==> src/hw/rtl/csa_pkg.sv <==
// Shared types and codes for the checked signed ALU.
// No dependencies; compiled first.
`default_nettype none

package csa_pkg;

	typedef enum logic [4:0] {
		OP_ADD   = 5'd0,
		OP_SUB   = 5'd1,
		OP_MUL   = 5'd2,
		OP_DIV   = 5'd3,
		OP_MOD   = 5'd4,
		OP_SHL   = 5'd5,
		OP_SHR   = 5'd6,
		OP_LT    = 5'd7,
		OP_LE    = 5'd8,
		OP_GT    = 5'd9,
		OP_GE    = 5'd10,
		OP_EQ    = 5'd11,
		OP_NE    = 5'd12,
		OP_AND   = 5'd13,
		OP_XOR   = 5'd14,
		OP_OR    = 5'd15,
		OP_LAND  = 5'd16,
		OP_LOR   = 5'd17,
		OP_COMMA = 5'd18
	} op_t;

	typedef enum logic [1:0] {
		ST_OK     = 2'd0,
		ST_RANGE  = 2'd1,
		ST_SYNTAX = 2'd2
	} status_t;

	// What the cell chain does with a request.
	typedef enum logic [1:0] {
		K_PASS = 2'd0,
		K_MUL  = 2'd1,
		K_DIV  = 2'd2,
		K_MOD  = 2'd3
	} kind_t;

	typedef struct packed {
		kind_t   kind;
		logic    neg;    // negate the magnitude result at the end
		logic    ovf;    // sticky multiply overflow
		status_t status; // error found before the chain
	} ctl_t;

endpackage

`default_nettype wire

==> src/hw/rtl/csa_cell.sv <==
// One cell of the chain: one restoring-divide or shift-add-multiply step; pass requests go through unchanged.
// Uses csa_pkg.
`default_nettype none

module csa_cell import csa_pkg::*; #(
	parameter int W = 64
) (
	input  wire logic         clk,
	input  wire logic         arst_n,
	input  wire logic         en,
	input  wire logic         valid_in,
	input  wire ctl_t         ctl_in,
	input  wire logic [W-1:0] acc_in,
	input  wire logic [W-1:0] q_in,
	input  wire logic [W-1:0] mb_in,
	output logic              valid_q,
	output ctl_t              ctl_q,
	output logic [W-1:0]      acc_q,
	output logic [W-1:0]      q_q,
	output logic [W-1:0]      mb_q
);

	logic         msb, ge;
	logic [W-1:0] sh, acc_d, q_d;
	logic [W:0]   msum;
	ctl_t         ctl_d;

	always_comb begin
		msb   = q_in[W-1];
		sh    = {acc_in[W-2:0], msb};
		ge    = sh >= mb_in;
		msum  = {acc_in, 1'b0} + (msb ? {1'b0, mb_in} : '0);
		ctl_d = ctl_in;
		acc_d = acc_in;
		q_d   = q_in;
		case (ctl_in.kind)
			K_DIV, K_MOD: begin
				acc_d = ge ? sh - mb_in : sh;
				q_d   = {q_in[W-2:0], ge};
			end
			K_MUL: begin
				acc_d     = msum[W-1:0];
				q_d       = {q_in[W-2:0], 1'b0};
				ctl_d.ovf = ctl_in.ovf | acc_in[W-1] | msum[W];
			end
			default: ;
		endcase
	end

	always_ff @(posedge clk or negedge arst_n) begin
		if (!arst_n) begin
			valid_q <= 1'b0;
		end else if (en) begin
			valid_q <= valid_in;
		end
	end

	always_ff @(posedge clk) begin
		if (en) begin
			ctl_q <= ctl_d;
			acc_q <= acc_d;
			q_q   <= q_d;
			mb_q  <= mb_in;
		end
	end

endmodule

`default_nettype wire

==> config.mk <==
export PLATFORM = sky130hd
export DESIGN_NAME = csa_cell
export DESIGN_NICKNAME = d
export VERILOG_FILES = /design/src/hw/rtl/csa_pkg.sv /design/src/hw/rtl/csa_cell.sv
export SDC_FILE = /design/constraint.sdc
export NUM_CORES = 1
export LEC_CHECK = 0
export ABC_AREA = 1
export BUFFER_PORTS_ARGS = -buffer_cell sky130_fd_sc_hd__buf_2
export CAP_MARGIN = 30
export CORE_MARGIN = 4
export CORE_UTILIZATION = 40
export DETAILED_ROUTE_END_ITERATION = 10
export GPL_TIMING_DRIVEN = 1
export HOLD_SLACK_MARGIN = 0.1
export PLACE_DENSITY = 0.67
export SLEW_MARGIN = 20
export SYNTH_ARGS = -nofsm -noshare
export SYNTH_HDL_FRONTEND = slang
export SYNTH_SLANG_ARGS = --single-unit
export TNS_END_PERCENT = 1
==> constraint.sdc <==
create_clock -name clk -period 0.8 [get_ports clk]
set_input_delay 0.16 -clock clk [delete_from_list [all_inputs] [get_ports clk]]
set_output_delay 0.16 -clock clk [all_outputs]
set_load 0.03 [all_outputs]
==> results.sh <==
export IMPL_synthesis_nets=3834
export IMPL_h_tree_depth=4
export IMPL_slew_violations=0
export IMPL_final_period_utilization=2.860
export IMPL_design_area_mm2=0.03426
export IMPL_postCtsHoldBufs=139
export IMPL_grt_antenna_before_repair=5
export IMPL_vias_per_cell=5.045
export IMPL_start_util=0.4040
export IMPL_synth_cell_type_count=39
export IMPL_cts_root_buf="clkbuf_16"
export IMPL_worstReg2RegStart="valid_q"
export IMPL_r2r_end="valid_q"
export IMPL_timing_hold_ws_ns=0.09590
export IMPL_area_growth_pct=65.30
export IMPL_hpwl_um=82360
export IMPL_final_fill_count=4487
export IMPL_rsz0062_at_grt="yes"
export IMPL_drive_gt1_frac=0.3151
export IMPL_grt_pass1_wl_um=152500
export IMPL_dpl_cell_area_mm2=0.02924
export IMPL_row_count=83
export IMPL_multi_input_area_mm2=0.01337
export IMPL_grt_pass1_vias=26080
export IMPL_finalWeightedCongestion=1.049
export IMPL_synth_area_per_cell_um2=5.918
export IMPL_setup_total_negative_slack_ns=-172.89
export IMPL_drv_cap=0
export IMPL_ys_warn_count=0
export IMPL_synthCells=3502
export IMPL_setup_viol=276
export IMPL_seqCellArea_mm2=0.005971
export IMPL_cp_start_kind="input pin"
export IMPL_tightest_slew_ns=0.5004
export IMPL_cts_buffers=17
export IMPL_antenna_left=0
export IMPL_min_path_cells=2
export IMPL_grt_overflow=0
export IMPL_yosysSeqAreaShare=0.2881
export IMPL_die_w_um=235.6
export IMPL_reg2reg_slack_ns=0
export IMPL_synth_async_reset_ratio=0.005025
export IMPL_end_kind="flip-flop"
export IMPL_num_vias=27380
export IMPL_min_to="acc_q[11]"
export IMPL_stdcell_count=5427
export IMPL_violations="setup timing"
export IMPL_clk_latency_ns=0.48
export IMPL_dp_cells=5232
export IMPL_fin_ws_ns=-1.488
export IMPL_grt_max_degree=54
export IMPL_leakage_nw=18.86
export IMPL_core_area_mm2=0.05130
export IMPL_dieArea_mm2=0.05552
export IMPL_required_ns=1.13
export IMPL_power_density_mw_per_mm2=1327
export IMPL_ir_drop_uv=1664
export IMPL_dpl_worst_slack_ns=-2.137
export IMPL_status="complete, but fails checks"
export IMPL_hold_path_class="in2reg"
export IMPL_nets=5065
export IMPL_crit_type="in2reg"
export IMPL_max_slew_margin=0.6578
export IMPL_clk_pin_slew_ns=0.09
export IMPL_drtIter0Drc=2775
export IMPL_finalClockSkew_ns=0
export IMPL_crit_path_max_fanout=6
export IMPL_worst_r2r_cell_count=1
export IMPL_ios=401
export IMPL_drt_total_wl_um=103700
export IMPL_io_buffers=400
export IMPL_clockBufferDepth=2
export IMPL_clock_sinks=199
export IMPL_die_h_um=235.6
export IMPL_arrival_ns=2.62
export IMPL_startpoint="acc_in[62]"
export IMPL_synth_edf_count=198
export IMPL_fmax_ghz=0.4370
export IMPL_cts_tree="built"
export IMPL_worstHoldStart="en"
export IMPL_drc=0
export IMPL_dr_pass1_iters=5
export IMPL_wl_per_cell_um=19.11
export IMPL_netlist_area_mm2=0.02072
export IMPL_ys_ff_latch=199
export IMPL_synth_top_flop_cell="edfxtp_1"
export IMPL_grtUsageTotal=0.3567
export IMPL_finalHoldViolCount=0
export IMPL_period_needed_ns=2.288
[worst max-delay path: stages]
cell	delay, ns
buf_2	0.14
ha_1	0.37
a21oi_2	0.23
o21ai_0	0.15
a21oi_1	0.16
buf_4	0.13
nand2_1	0.07
a21oi_2	0.15
buf_4	0.17
nand3_4	0.14
buf_12	0.18
buf_8	0.13
buf_4	0.13
nand2_1	0.05
nand2_1	0.07
o21ai_2	0.20
[how the worst max path moves through the flow]
stage                     end  slack (ns)  cells past startpoint
CTS                 acc_q[35]       -1.36                     22
global placement    acc_q[37]       -2.14                     16
floorplan           acc_q[60]       -1.45                     20
detailed placement  acc_q[43]       -2.14                     17
finish              acc_q[23]       -1.49                     16
global route        acc_q[23]       -1.52                     22
[synthesized netlist by cell type (5+ instances only)]
master	instances	area share
buf_6	5	0.0027
inv_2	5	0.00091
edfxtp_1	198	0.29
nor2_1	270	0.049
clkbuf_1	41	0.0074
nor4_1	5	0.0015
nand4_1	47	0.014
or2_2	6	0.0018
a21oi_1	153	0.037
buf_4	6	0.0022
nor3_1	32	0.0077
nand2_1	1516	0.27
nand3b_1	19	0.0069
nand3_1	205	0.050
inv_1	704	0.13
o21bai_1	27	0.0098
o21ai_0	62	0.015
xnor2_1	33	0.014
o21ai_1	8	0.0019
ha_1	128	0.077
[final cells by class]
cell class,instances,share of cell area
diodes,2,0.0001461
clock buffers,17,0.01242
clock inverters,14,0.004273
inverters,711,0.07834
multi-input cells,2534,0.3903
flip-flops and latches,199,0.1743
well taps,680,0.02484
repair buffers,1270,0.3154
[logic make-up after synthesis]
family | count (synthesis) | synth area share
fa+ha+maj | 130 | 0.07921
simple gates | 2112 | 0.4094
mux | 1 | 0.0005433
buf+inv | 769 | 0.1423
flops | 199 | 0.2881
xor+xnor | 33 | 0.01395
compound gates | 258 | 0.06653
[cells in the final DEF (no fill, tap or decap), types with 6 or more instances in the layout]
cell and instances:
a21oi_1 127, a21oi_2 26, buf_12 45, buf_2 194, buf_4 676, buf_6 210
clkbuf_16 17, dlygate4sd3_1 138, edfxtp_1 198, ha_1 81, ha_4 42, inv_1 696
inv_2 11, nand2_1 1432, nand2_2 78, nand2_4 8, nand3_1 159, nand3_2 39
nand3_4 7, nand3b_1 19, nand4_1 47, nor2_1 188, nor2_2 72, nor2_4 15
nor3_1 26, nor3_2 6, o21ai_0 48, o21ai_1 17, o21bai_1 24, xnor2_1 32
[timing repair]
item / 4_1_cts / 5_1_grt
hold endpoints to repair: 157 / 6
pin swaps: 30 / 26
setup endpoints to repair: 298 / 327
gates cloned: 3 / 0
setup buffers: 9 / 14
resized for setup: 587 / 187
[flip-flops by register name (all words and copies together), names as in the netlist]
| signal | cells |
|---|---|
| valid_q | 1 |
| ctl_q | 6 |
| acc_q | 64 |
| q_q | 64 |
| mb_q | 64 |
[stage by stage]
step                power (mW)  utilization
finish                   45.46       0.6678
global route             47.40       0.6677
CTS                      44.15       0.6521
detailed placement       32.55       0.5699
global placement         32.47       0.5699
floorplan                22.97            -
[layer usage]
layer  global-route usage  wire length (µm)  share of wire  up-vias
li1                     -                 -              -    13270
met5                    0                37        0.00036        -
met4               0.1422              4973          0.048        6
met3              0.07392             10410           0.10      272
met1               0.4685             42070           0.41    12430
met2               0.5764             46210           0.45     1408
[power by group]
group	internal [mW]	switching (mW)
registers	12.8	0.737
logic	10.0	13.1
clock network	4.11	4.73
total	26.9	18.5
Note: power is estimated with default switching activity, not from simulation.
