`src/hw/rtl/csa_pkg.sv`:
```
// Shared types and codes for the checked signed ALU.
// No dependencies; compiled first.
`default_nettype none

package csa_pkg;

	typedef enum logic [4:0] {
		OP_ADD   = 5'd0,
		OP_SUB   = 5'd1,
		OP_MUL   = 5'd2,
		OP_DIV   = 5'd3,
		OP_MOD   = 5'd4,
		OP_SHL   = 5'd5,
		OP_SHR   = 5'd6,
		OP_LT    = 5'd7,
		OP_LE    = 5'd8,
		OP_GT    = 5'd9,
		OP_GE    = 5'd10,
		OP_EQ    = 5'd11,
		OP_NE    = 5'd12,
		OP_AND   = 5'd13,
		OP_XOR   = 5'd14,
		OP_OR    = 5'd15,
		OP_LAND  = 5'd16,
		OP_LOR   = 5'd17,
		OP_COMMA = 5'd18
	} op_t;

	typedef enum logic [1:0] {
		ST_OK     = 2'd0,
		ST_RANGE  = 2'd1,
		ST_SYNTAX = 2'd2
	} status_t;

	// What the cell chain does with a request.
	typedef enum logic [1:0] {
		K_PASS = 2'd0,
		K_MUL  = 2'd1,
		K_DIV  = 2'd2,
		K_MOD  = 2'd3
	} kind_t;

	typedef struct packed {
		kind_t   kind;
		logic    neg;    // negate the magnitude result at the end
		logic    ovf;    // sticky multiply overflow
		status_t status; // error found before the chain
	} ctl_t;

endpackage

`default_nettype wire

```
`src/hw/rtl/csa_post.sv`:
```
// Back stage: sign fix-up, multiply range check, output register.
// Uses csa_pkg.
`default_nettype none

module csa_post import csa_pkg::*; #(
	parameter int W = 64
) (
	input  wire logic         clk,
	input  wire logic         arst_n,
	input  wire logic         en,
	input  wire logic         valid_in,
	input  wire ctl_t         ctl_in,
	input  wire logic [W-1:0] acc_in,
	input  wire logic [W-1:0] q_in,
	output logic              valid_q,
	output logic [63:0]       value_q,
	output logic [1:0]        status_q
);

	logic [W-1:0] mag, r, limit;
	status_t      st;

	always_comb begin
		limit = ctl_in.neg ? {1'b1, {(W-1){1'b0}}} : {1'b0, {(W-1){1'b1}}};
		st    = ctl_in.status;
		mag   = (ctl_in.kind == K_DIV) ? q_in : acc_in;
		if (ctl_in.kind == K_MUL && (ctl_in.ovf || acc_in > limit)) st = ST_RANGE;
		r = (ctl_in.kind != K_PASS && ctl_in.neg) ? W'(-mag) : mag;
		if (st != ST_OK) r = '0;
	end

	always_ff @(posedge clk or negedge arst_n) begin
		if (!arst_n) begin
			valid_q <= 1'b0;
		end else if (en) begin
			valid_q <= valid_in;
		end
	end

	always_ff @(posedge clk) begin
		if (en) begin
			value_q  <= 64'($signed(r));
			status_q <= st;
		end
	end

endmodule

`default_nettype wire

```
`config.mk`:
```
export PLATFORM = sky130hd
export DESIGN_NAME = csa_post
export DESIGN_NICKNAME = d
export VERILOG_FILES = /design/src/hw/rtl/csa_pkg.sv /design/src/hw/rtl/csa_post.sv
export SDC_FILE = /design/constraint.sdc
export NUM_CORES = 1
export LEC_CHECK = 0
export BUFFER_PORTS_ARGS = -buffer_cell sky130_fd_sc_hd__buf_2
export CAP_MARGIN = 20
export CORE_MARGIN = 2
export CORE_UTILIZATION = 30
export CTS_CLUSTER_SIZE = 12
export DETAILED_ROUTE_END_ITERATION = 8
export SLEW_MARGIN = 30
export SYNTH_ARGS = -nofsm -noshare
export SYNTH_HDL_FRONTEND = slang
export SYNTH_SLANG_ARGS = --single-unit
```
`constraint.sdc`:
```
create_clock -name clk -period 1 [get_ports clk]
set_clock_uncertainty 0.15 [all_clocks]
set_input_delay 0.25 -clock clk [delete_from_list [all_inputs] [get_ports clk]]
set_output_delay 0.25 -clock clk [all_outputs]
set_load 0.01 [all_outputs]
```
==> results.toml <==
[logic_synthesis]
synth_enable_flop_cells = 66
synth-seq-area-share = 0.299
yosys.area.top_type_share = 0.296
synth_flop_cell = "sky130_fd_sc_hd__edfxtp_1"
synth_nets = 929
postSynthAreaPerCell_um2 = 9.23
yosys.cell_types.count = 72
netlist_top_cells_area = "sky130_fd_sc_hd__edfxtp_1, sky130_fd_sc_hd__ha_1, sky130_fd_sc_hd__mux2i_1, sky130_fd_sc_hd__nor2_1, sky130_fd_sc_hd__xnor2_1"
synth_top_cell_by_area = "sky130_fd_sc_hd__edfxtp_1"
netlist_area_pre_place_um2 = 6700
synthCells = 726
synth.yosys.warnings = 0
postSynth.asyncResetShare = 0.0149
ys_ff_latch = 67

[grt]
number_of_global_route_vias_before_repair = 7491
overflow = 0
grt_util_all_layers = 0.213
wire_length_of_the_first_global_routing_pass_um = 39400
initial_antenna_violation_count = 0
largest_net_degree_at_the_start_of_global_routing = 38

[routing]
detailroute.via_count = 7368
route.detailed.vias_per_inst = 5.09
drc = 0
detailed_route_wire_length_um = 26100
wl_per_cell_um = 18.0
detail_route.first_pass.iterations = 5
drtAntennaViolNets = 0
first_iter_violations = 379

[sta]
max_freq_ghz = 0.388
fin_ws_ps = -1580
final.period_utilization = 2.58
setup-tns-final_ps = -117710
unrepaired_setup_endpoints_after_global_routing = "true"
slew_viol_final = 0
hold_slack_ps = -19.4
max-slew-margin-rel = 0.681
hold_viol = 1
setup-violations-final = 133
worst_pin_slew_ps = 465
period_minus_slack_ps = 2580

[clocking]
htree_levels = 3
cts.sinks = 67
clk_transition_reported_paths_ps = 60
cts_tree = "done"
holdBufCountCts = 1
clock_insertion_delay_worst_skew_ps = 350
cts_made_buffers = 9
cts-root-buf = "sky130_fd_sc_hd__clkbuf_16"
cts_buffer_depth = 2

[power_and_ir_drop]
switching_power_mw = 3.60
clock_power_share = 0.299
vdd.ir_drop.worst_uv = 717
comb_power_share = 0.391
powerDensity_nw_per_um2 = 948
internal_power_mw = 7.41
p_seq_frac = 0.310
total_leakage_power_nw = 5.24
switching_power_as_a_share_of_total_power = 0.327

[final_layout]
antennaDiodeCount = 0
layout.cell_area.non_filler_um2 = 11600
most_common_library_cell_in_the_layout_ignoring_fill_and_taps = "sky130_fd_sc_hd__buf_4"
post-route-util = 0.531
syn2layout_area_growth_pct = 73.4
fillers = 1966
most-common-layout-cells = "sky130_fd_sc_hd__buf_4, sky130_fd_sc_hd__buf_2, sky130_fd_sc_hd__nor2_1, sky130_fd_sc_hd__edfxtp_1, sky130_fd_sc_hd__mux2i_1"
layout-drive-gt1-share = 0.551
num-nets-final = 1366

[min_path]
hold_path_depth = 2
min-delay-path-class = "in -> reg"

[placed_design]
place_worst_setup_slack_ps = -2160
gp_routability_congestion = 0.882
dpl-instance-area_um2 = 10100
port_buffers = 204
dp_hpwl_um = 19700

[worst_setup_path]
timing.critical_path.depth = 14
worst_ep_required_time_ps = 950
critical_path_class = "in -> reg"
critical_path.max_stage_delay_ps = 350
worst_ep_arrival_time_ps = 2520
timing.critical_path.buf_inv = 5
reg2reg_depth = 1
critical-path-slowest-cell = "sky130_fd_sc_hd__and4bb_2"
critical_path.max_fanout = 8
worst_path_dominant_cell_family = "simple AND/OR/NAND/NOR gates"
crit_chain = "buf_12 > buf_16 > inv_12 > ha_4 > nand4_1 > and4bb_2 > and4_4 > nand2_4 > a2bb2oi_2 > a21oi_2 > or3_4 > buf_12 > buf_16 > nor2_2"
cp-end-kind = "flip-flop"
reg2reg_slack_ps = 120
cp-start-kind = "primary input"

[floorplanning]
fp.dieW_um = 153
total_i_o_pin_count = 205
die_area_um2 = 23600
dieHeight_um = 153
design.core.area_um2 = 21900
row_count = 54
starting_utilization_of_the_core_area = 0.306

[run]
maxCapViolCount = 0

[status]
outcome = "complete, but fails checks"
violations = "negative hold slack, negative setup slack"
==> final cells by class <==
cell class              instances  area [µm²]  share of cell area
well taps                     280         350              0.0301
clock buffers                  15         288              0.0248
inverters                       5        31.3             0.00269
flip-flops and latches         67        2010               0.173
repair buffers                456        3330               0.286
multi-input cells             624        5610               0.483
clock inverters                 1        7.51            0.000646
==> metrics by stage <==
| stage | instances | power [mW] |
|---|---|---|
| after floorplan | 726 | 5.25 |
| after detailed placement | 1395 | 7.08 |
| final | 1448 | 11.0 |
| after global routing | 1448 | 11.5 |
| after CTS | 1432 | 10.7 |
| after global placement | 1395 | 7.04 |
==> path summary, 6_finish.rpt <==
check | endpoint | from
max | value_q[57] | ctl_in[3]
min | valid_q | valid_in
max reg2reg | valid_q | valid_q
min reg2reg | valid_q | valid_q
max in group asynchronous | valid_q | arst_n
min in group asynchronous | valid_q | arst_n
==> per-layer routing <==
layer	share of wire	track usage	vias up	routed length (µm)
li1	-	-	3610	-
met1	0.46	0.282	3518	11900
met2	0.47	0.358	202	12400
met3	0.045	0.0309	38	1160
met4	0.024	0.0660	0	637
met5	0	0	-	0
==> flip-flops by register name (all words and copies together), names as in the netlist <==
| name | flops |
|---|---|
| status_q | 2 |
| value_q | 64 |
| valid_q | 1 |
==> logic make-up (layout without fill, tap and decap cells) <==
kind of cell	Yosys count	in the layout	share of synthesized area
multiplexers	76	76	0.115
buffers and inverters	36	477	0.0336
flip-flops	67	67	0.299
AND/OR/NAND/NOR	287	288	0.217
AO/OA/AOI/OAI	136	136	0.137
adder cells (fa/ha/maj)	65	65	0.121
XOR/XNOR	59	59	0.0771
==> synthesized netlist by cell type (3+ instances only) <==
cell                         n
sky130_fd_sc_hd__a211oi_1    3
sky130_fd_sc_hd__a21o_1      3
sky130_fd_sc_hd__a21oi_1    52
sky130_fd_sc_hd__a31oi_1     4
sky130_fd_sc_hd__a41oi_1     3
sky130_fd_sc_hd__and3_1      4
sky130_fd_sc_hd__and4_1      6
sky130_fd_sc_hd__buf_1       4
sky130_fd_sc_hd__buf_2       7
sky130_fd_sc_hd__buf_6       5
sky130_fd_sc_hd__clkbuf_1   12
sky130_fd_sc_hd__edfxtp_1   66
sky130_fd_sc_hd__ha_1       65
sky130_fd_sc_hd__inv_1       5
sky130_fd_sc_hd__mux2i_1    72
sky130_fd_sc_hd__nand2_1    50
sky130_fd_sc_hd__nand2b_1    5
sky130_fd_sc_hd__nand3_1    12
sky130_fd_sc_hd__nand4_1    14
sky130_fd_sc_hd__nor2_1    118
sky130_fd_sc_hd__nor2b_1     5
sky130_fd_sc_hd__nor3_1     32
sky130_fd_sc_hd__nor4_1      4
sky130_fd_sc_hd__o211ai_1    3
sky130_fd_sc_hd__o21a_1      4
sky130_fd_sc_hd__o21ai_0    21
sky130_fd_sc_hd__o21ai_1     5
sky130_fd_sc_hd__o31ai_1    17
sky130_fd_sc_hd__or3_1      13
sky130_fd_sc_hd__or4b_1      3
sky130_fd_sc_hd__or4b_2      3
sky130_fd_sc_hd__xnor2_1    31
sky130_fd_sc_hd__xor2_1     28
==> repair_timing <==
item | in CTS | in global routing
pin swaps | 44 | 47
buffers inserted | 20 | 13
endpoints found under the hold margin | 2 | 1
gates resized for setup | 84 | 104
endpoints found under the setup margin | 133 | 133
gates cloned | 3 | 4
==> power by group through the flow <==
stage | sequential [mW] | combinational [mW] | clock, mW
2_1_floorplan | 3.60 | 1.65 | 0
3_3_place_gp | 3.48 | 3.56 | 0
3_5_place_dp | 3.47 | 3.61 | 0
4_1_cts | 3.42 | 3.92 | 3.34
5_1_grt | 3.44 | 4.66 | 3.44
6_report | 3.42 | 4.30 | 3.30
Power figures use the tool's default switching activity.
