[src/hw/rtl/csa_pkg.sv]
// Shared types and codes for the checked signed ALU.
// No dependencies; compiled first.
`default_nettype none

package csa_pkg;

	typedef enum logic [4:0] {
		OP_ADD   = 5'd0,
		OP_SUB   = 5'd1,
		OP_MUL   = 5'd2,
		OP_DIV   = 5'd3,
		OP_MOD   = 5'd4,
		OP_SHL   = 5'd5,
		OP_SHR   = 5'd6,
		OP_LT    = 5'd7,
		OP_LE    = 5'd8,
		OP_GT    = 5'd9,
		OP_GE    = 5'd10,
		OP_EQ    = 5'd11,
		OP_NE    = 5'd12,
		OP_AND   = 5'd13,
		OP_XOR   = 5'd14,
		OP_OR    = 5'd15,
		OP_LAND  = 5'd16,
		OP_LOR   = 5'd17,
		OP_COMMA = 5'd18
	} op_t;

	typedef enum logic [1:0] {
		ST_OK     = 2'd0,
		ST_RANGE  = 2'd1,
		ST_SYNTAX = 2'd2
	} status_t;

	// What the cell chain does with a request.
	typedef enum logic [1:0] {
		K_PASS = 2'd0,
		K_MUL  = 2'd1,
		K_DIV  = 2'd2,
		K_MOD  = 2'd3
	} kind_t;

	typedef struct packed {
		kind_t   kind;
		logic    neg;    // negate the magnitude result at the end
		logic    ovf;    // sticky multiply overflow
		status_t status; // error found before the chain
	} ctl_t;

endpackage

`default_nettype wire

[src/hw/rtl/csa_prep.sv]
// Front stage: operand reduction, the operators that need no chain, and chain setup.
// Uses csa_pkg.
`default_nettype none

module csa_prep import csa_pkg::*; #(
	parameter int W = 64
) (
	input  wire logic         clk,
	input  wire logic         arst_n,
	input  wire logic         en,
	input  wire logic         valid_in,
	input  wire logic [4:0]   action,
	input  wire logic [63:0]  left_operand,
	input  wire logic [63:0]  right_operand,
	output logic              valid_s1,
	output ctl_t              ctl_s1,
	output logic [W-1:0]      acc_s1,
	output logic [W-1:0]      q_s1,
	output logic [W-1:0]      mb_s1
);

	localparam int SW = $clog2(W);

	logic [W-1:0] a, b, ma, mb, sum, dif, maxpos, minneg, r;
	logic [SW-1:0] s;
	logic amt_ok, lt_ab, lt_ba;
	ctl_t ctl;
	logic [W-1:0] acc_d, q_d, mb_d;

	always_comb begin
		a      = left_operand[W-1:0];
		b      = right_operand[W-1:0];
		ma     = a[W-1] ? W'(-a) : a;
		mb     = b[W-1] ? W'(-b) : b;
		sum    = a + b;
		dif    = a - b;
		maxpos = {1'b0, {(W-1){1'b1}}};
		minneg = {1'b1, {(W-1){1'b0}}};
		s      = b[SW-1:0];
		amt_ok = !b[W-1] && (b < W'(W));
		lt_ab  = $signed(a) < $signed(b);
		lt_ba  = $signed(b) < $signed(a);
		r      = '0;
		ctl    = '{kind: K_PASS, neg: 1'b0, ovf: 1'b0, status: ST_OK};
		q_d    = ma;
		mb_d   = mb;
		case (op_t'(action))
			OP_ADD: begin
				r = sum;
				if (((a ^ sum) & (b ^ sum)) >> (W-1) != '0) ctl.status = ST_RANGE;
			end
			OP_SUB: begin
				r = dif;
				if (((a ^ b) & (a ^ dif)) >> (W-1) != '0) ctl.status = ST_RANGE;
			end
			OP_MUL: begin
				ctl.kind = K_MUL;
				ctl.neg  = a[W-1] ^ b[W-1];
			end
			OP_DIV, OP_MOD: begin
				ctl.kind = (op_t'(action) == OP_DIV) ? K_DIV : K_MOD;
				ctl.neg  = (op_t'(action) == OP_DIV) ? (a[W-1] ^ b[W-1]) : a[W-1];
				if (b == '0 || (a == minneg && b == '1)) ctl.status = ST_RANGE;
			end
			OP_SHL: begin
				if (!amt_ok || a[W-1] || a > (maxpos >> s)) ctl.status = ST_RANGE;
				else r = a << s;
			end
			OP_SHR: begin
				if (!amt_ok) ctl.status = ST_RANGE;
				else r = W'($signed(a) >>> s);
			end
			OP_LT:    r = W'(lt_ab);
			OP_LE:    r = W'(!lt_ba);
			OP_GT:    r = W'(lt_ba);
			OP_GE:    r = W'(!lt_ab);
			OP_EQ:    r = W'(a == b);
			OP_NE:    r = W'(a != b);
			OP_AND:   r = a & b;
			OP_XOR:   r = a ^ b;
			OP_OR:    r = a | b;
			OP_LAND:  r = W'(a != '0 && b != '0);
			OP_LOR:   r = W'(a != '0 || b != '0);
			OP_COMMA: r = b;
			default:  ctl.status = ST_SYNTAX;
		endcase
		// pass ops carry their result in the accumulator
		acc_d = (ctl.kind == K_PASS) ? r : '0;
	end

	always_ff @(posedge clk or negedge arst_n) begin
		if (!arst_n) begin
			valid_s1 <= 1'b0;
		end else if (en) begin
			valid_s1 <= valid_in;
		end
	end

	always_ff @(posedge clk) begin
		if (en) begin
			ctl_s1 <= ctl;
			acc_s1 <= acc_d;
			q_s1   <= q_d;
			mb_s1  <= mb_d;
		end
	end

endmodule

`default_nettype wire

[config.mk]
export PLATFORM = sky130hd
export DESIGN_NAME = csa_prep
export DESIGN_NICKNAME = d
export VERILOG_FILES = /design/src/hw/rtl/csa_pkg.sv /design/src/hw/rtl/csa_prep.sv
export SDC_FILE = /design/constraint.sdc
export NUM_CORES = 2
export LEC_CHECK = 0
export BUFFER_PORTS_ARGS = -buffer_cell sky130_fd_sc_hd__buf_2
export CAP_MARGIN = 40
export CELL_PAD_IN_SITES_DETAIL_PLACEMENT = 1
export CELL_PAD_IN_SITES_GLOBAL_PLACEMENT = 1
export CORE_MARGIN = 2
export CORE_UTILIZATION = 45
export CTS_CLUSTER_SIZE = 24
export DETAILED_ROUTE_END_ITERATION = 7
export PLACE_DENSITY = 0.83
export SLEW_MARGIN = 20
export SYNTH_ARGS = -nofsm -noshare
export SYNTH_HDL_FRONTEND = slang
export SYNTH_SLANG_ARGS = --single-unit
[constraint.sdc]
create_clock -name clk -period 0.8 [get_ports clk]
set_input_delay 0.04 -clock clk [delete_from_list [all_inputs] [get_ports clk]]
set_output_delay 0.04 -clock clk [all_outputs]
set_load 0.1 [all_outputs]
==> impl_metrics.toml, run 1 <==
[clock_network]
cts.sinks = 198
holdBufCountCts = 11
clockBufferDepth = 2
cts-resized-gates = 438
post_cts_buffers = 62
cts.htree.levels = 4
clk_root_buffer_cell = "clkbuf_16"
numCtsBuffers = 17

[logic_synthesis]
syn_nets = 4655
mappedNetlistArea_um2 = 31400
ys_seq_area_share_pct = 18.9
synth.distinct_cells = 84
synth_cells = 4191
synthArstFlopShare_pct = 0.505
synthFlopType = "edfxtp_1"
synth-seq-cells = 198
synth-edff-count = 197
yosys_warnings = 0
synth_area_per_cell_um2 = 7.49

[run_status]
lastStage = "clock tree synthesis (4_1_cts)"
status = "aborted with a tool error"
error_message = "[ERROR DPL-0033] detailed placement checks failed during check placement."

[floorplan]
fp.dieW_um = 268
rows = 96
die_h_um = 268
io_pins = 336
start_util_pct = 45.6

[placed_design]
dp_slack_ns = -4.09
dp_hpwl_mm = 200
finalWeightedCongestion = 1.22
dp.cells = 6488
io_buffers = 334
logic make-up after synthesis:
logic type	count (synthesis)	share of synthesized area, %
buf+inv	563	6.82
flops	198	18.9
simple gates	1309	19.0
xor+xnor	171	4.77
fa+ha+maj	328	13.1
other cells	1	0.0119
compound gates	1387	27.7
mux	234	9.62
cell usage after synthesis (all sizes together), types with 7 or more instances:
cell type	n	share of area, %
inv	216	2.6
and3	11	0.22
clkbuf	265	3.2
mux2i	149	4.8
or2	21	0.43
o2111ai	40	1.1
a211o	18	0.50
nor3	66	1.1
o41ai	21	0.59
a2111oi	7	0.20
o21bai	42	1.0
nand2b	29	0.60
nand3	82	1.3
and2	13	0.26
o22ai	27	0.54
nand2	438	5.2
mux4	50	3.6
a21oi	387	6.2
ha	325	13
nor2b	34	0.68
a221oi	43	1.2
nor4	52	1.1
nor3b	7	0.17
a221o	22	0.70
nor2	419	5.0
o221ai	11	0.31
mux2	35	1.3
edfxtp	197	19
o31ai	73	1.7
a31oi	16	0.32
or3	47	0.94
a211oi	52	1.2
a21boi	11	0.26
o211ai	49	1.2
buf	79	1.0
nand4	49	0.98
xnor2	167	4.7
o311ai	8	0.22
a21o	39	0.93
a22oi	51	1.2
or4	28	0.72
o21ai	408	6.5
o21a	18	0.43
per-stage QoR:
stage / hold slack [ns] / area [um2]
after global placement: -0.185 / 47600
after detailed placement: -0.182 / 47600
after floorplan: -0.256 / 33200
==> run 2, diff against run 1 <==
Settings changed: CELL_PAD_IN_SITES_DETAIL_PLACEMENT 1 to unset, CELL_PAD_IN_SITES_GLOBAL_PLACEMENT 1 to unset, CORE_UTILIZATION 45 to 40, CTS_CLUSTER_SIZE 24 to unset, PLACE_DENSITY 0.83 to unset, PLACE_DENSITY_LB_ADDON set to 0.15.
==> run 2 against run 1 <==
The flow now finishes, with violations (negative setup slack); area after synthesis did not move; synthesized cell count did not move.
==> impl_metrics.toml, run 2 <==
[placed_design]
dpl-instance-area_um2 = 49000
dp_hpwl_mm = 162
io_buffers = 334
dp_slack_ns = -4.05
finalWeightedCongestion = 1.11

[worst_setup_path]
critPathTopFamily = "simple AND/OR/NAND/NOR gates"
cp_num_buf_inv = 5
slowest_stage = "or4_4"
critical_path_class = "in2reg"
crit_required_ns = 1.08
cp-start-kind = "primary input"
cpPeakStageDelay_ns = 0.50
cp-end-kind = "register"
cp_max_fo = 7
crit_top_cell = "buf_4"
path_cells = "buf_2 > inv_1 > ha_1 > buf_4 > or4_4 > inv_2 > and4_4 > nand3_4 > nor3_4 > buf_4 > nand4_1 > mux2_4 > a221o_1 > a21oi_2 > o21ai_1 > or4_1"
crit_arrival_ns = 4.05

[grt]
grt_pass1_vias = 41300
grt_antenna_before_repair = 12
gr-usage-all-layers_pct = 48.3
grt_pass1_wl_mm = 286
grt_max_degree = 125
grt-ovfl-total = 0

[sta]
period_share_pct = 471
fin_worst_skew_ns = 0
finalHoldViolCount = 0
grt_setup_unrepaired = "yes"
slew_headroom_pct = 39.6
worst_pin_slew_ns = 0.905
drv_slew = 0
max_freq_mhz = 265
setup_viol = 584
fin_ws_ns = -2.97
hold_slack_ns = 0.0156
fin_crit_ns = 3.77

[logic_synthesis]
synth_area_leaders = "edfxtp_1, ha_1, o21ai_0, a21oi_1, nand2_1"
synthMuxAreaShare_pct = 9.62
synth_cells = 4191
mappedNetlistArea_um2 = 31400
synth_area_per_cell_um2 = 7.49
synth_top_family_by_area = "compound AO/OA/AOI/OAI gates"
synthFlopType = "edfxtp_1"
yosysTopAreaCell = "edfxtp_1"
synth_top_cell_area_share_pct = 18.8
synthArstFlopShare_pct = 0.505
syn_nets = 4655
synth_compound_area_share_pct = 27.7
synth-seq-cells = 198
synth_xor_area_share_pct = 4.77
synthTopCellsByCount = "nand2_1, nor2_1, o21ai_0"
ys_seq_area_share_pct = 18.9
yosysMostFrequentCell = "nand2_1"
yosys_warnings = 0
synth-simple-area-share_pct = 19.0
synth-edff-count = 197
synth.distinct_cells = 84
synth_fa_ha_area_share_pct = 13.1

[power_and_ir_drop]
worst_ir_drop_vdd_mv = 1.45
p_leak_uw = 0.0236
p_per_area_nw_per_um2 = 1250

[floorplan]
die_area_um2 = 80700
io_pins = 336
fp.dieW_um = 284
rows = 102
die_h_um = 284
core_area_um2 = 77600
start_util_pct = 40.5

[run_status]
violations = "negative setup slack"
status = "finished, violations left"

[clock_network]
clockBufferDepth = 2
clk_latency_ns = 0.53
cts_tree = "built"
cts.sinks = 198
clk_pin_slew_worst_paths_ns = 0.09
numCtsBuffers = 17
clk_root_buffer_cell = "clkbuf_16"
cts.htree.levels = 4

[final_layout]
syn2layout_area_growth_pct = 69.3
utilization_pct = 68.5
fin_nets = 6281
biggestRegsByFlops = "acc_s1 x64, mb_s1 x64, q_s1 x64"
fin_area_um2 = 53100
final_common_cell = "buf_4"
layout-drive-gt1-share_pct = 43.1
layout_common_cells = "buf_4, nand2_1, nor2_1"

[min_path]
hold_class = "in2reg"

[route]
drc_errors = 0
via_count = 42800
drt_pass1_iterations = 8
vias_per_cell = 6.23
drt_iter0_markers = 5767
ant_nets = 0
wire_per_inst_um = 29.5
drt-total-wl_mm = 203

[run]
maxCapViolations = 0
[run 2: cell counts after synthesis]
No cell type changed its count.
[run 2: report_power, final]
group | internal (uW) | leakage (uW) | switching, uW
clock | 4590 | 0.000297 | 5390
combinational | 17100 | 0.0214 | 25700
sequential | 12700 | 0.00192 | 944
total | 34400 | 0.0236 | 32100
[run 2: cells by family after synthesis]
family                   after synthesis
multiplexers                         234
AND/OR/NAND/NOR                     1309
buffers and inverters                563
other                                  1
adder cells (fa/ha/maj)              328
AO/OA/AOI/OAI                       1387
flip-flops                           198
XOR/XNOR                             171
[run 2: cell type report]
type                            instances  area (um2)
Antenna cell                            4        10.0
Inverter                              219         892
Timing Repair Buffer                 1951       17900
Fill cell                            6493       24500
Clock inverter                         14         186
Clock buffer                           18         439
Sequential cell                       198        5940
Tap cell                             1040        1300
Multi-Input combinational cell       3430       26500
[run 2: metrics by stage]
| step | TNS [ns] | power [uW] | std cells |
|---|---|---|---|
| floorplan | -406.54 | 33500 | 4191 |
| global placement | -432.80 | 53200 | 6746 |
| detailed placement | -440.51 | 53400 | 6748 |
| CTS | -422.34 | 64700 | 6847 |
| global route | -457.47 | 68200 | 6872 |
| finish | -442.28 | 66500 | 6874 |
[run 2: timing repair]
action,4_1_cts,5_1_grt
hold buffers,24,0
resized for setup,382,181
cloned,1,0
setup buffers,49,41
hold endpoints to repair,31,0
endpoints found under the setup margin,389,584
pin swaps,121,117
[run 2: path summary, 6_finish.rpt]
kind                                         from        end  slack, ns  cells past startpoint
worst max register to register           valid_s1   valid_s1      -0.04                      1
max in group asynchronous                  arst_n   valid_s1       0.30                      3
min in group asynchronous                  arst_n   valid_s1       0.38                      3
worst min register to register           valid_s1   valid_s1       0.58                      1
worst min-delay path            right_operand[39]  mb_s1[39]       0.02                      3
worst max-delay path             left_operand[38]  acc_s1[0]      -2.97                     16
[run 2: metal layers]
| metal | part of all wire [%] | routed length (um) | vias up | GRT usage, % |
|---|---|---|---|---|
| met2 | 42 | 85800 | 3039 | 72.9 |
| met1 | 36 | 73600 | 20200 | 57.9 |
| met5 | 0.032 | 65 | - | 0 |
| li1 | - | - | 18700 | - |
| met3 | 11 | 22000 | 881 | 11.5 |
| met4 | 10 | 21300 | 10 | 40.8 |
(Power assumes the default switching activity.)
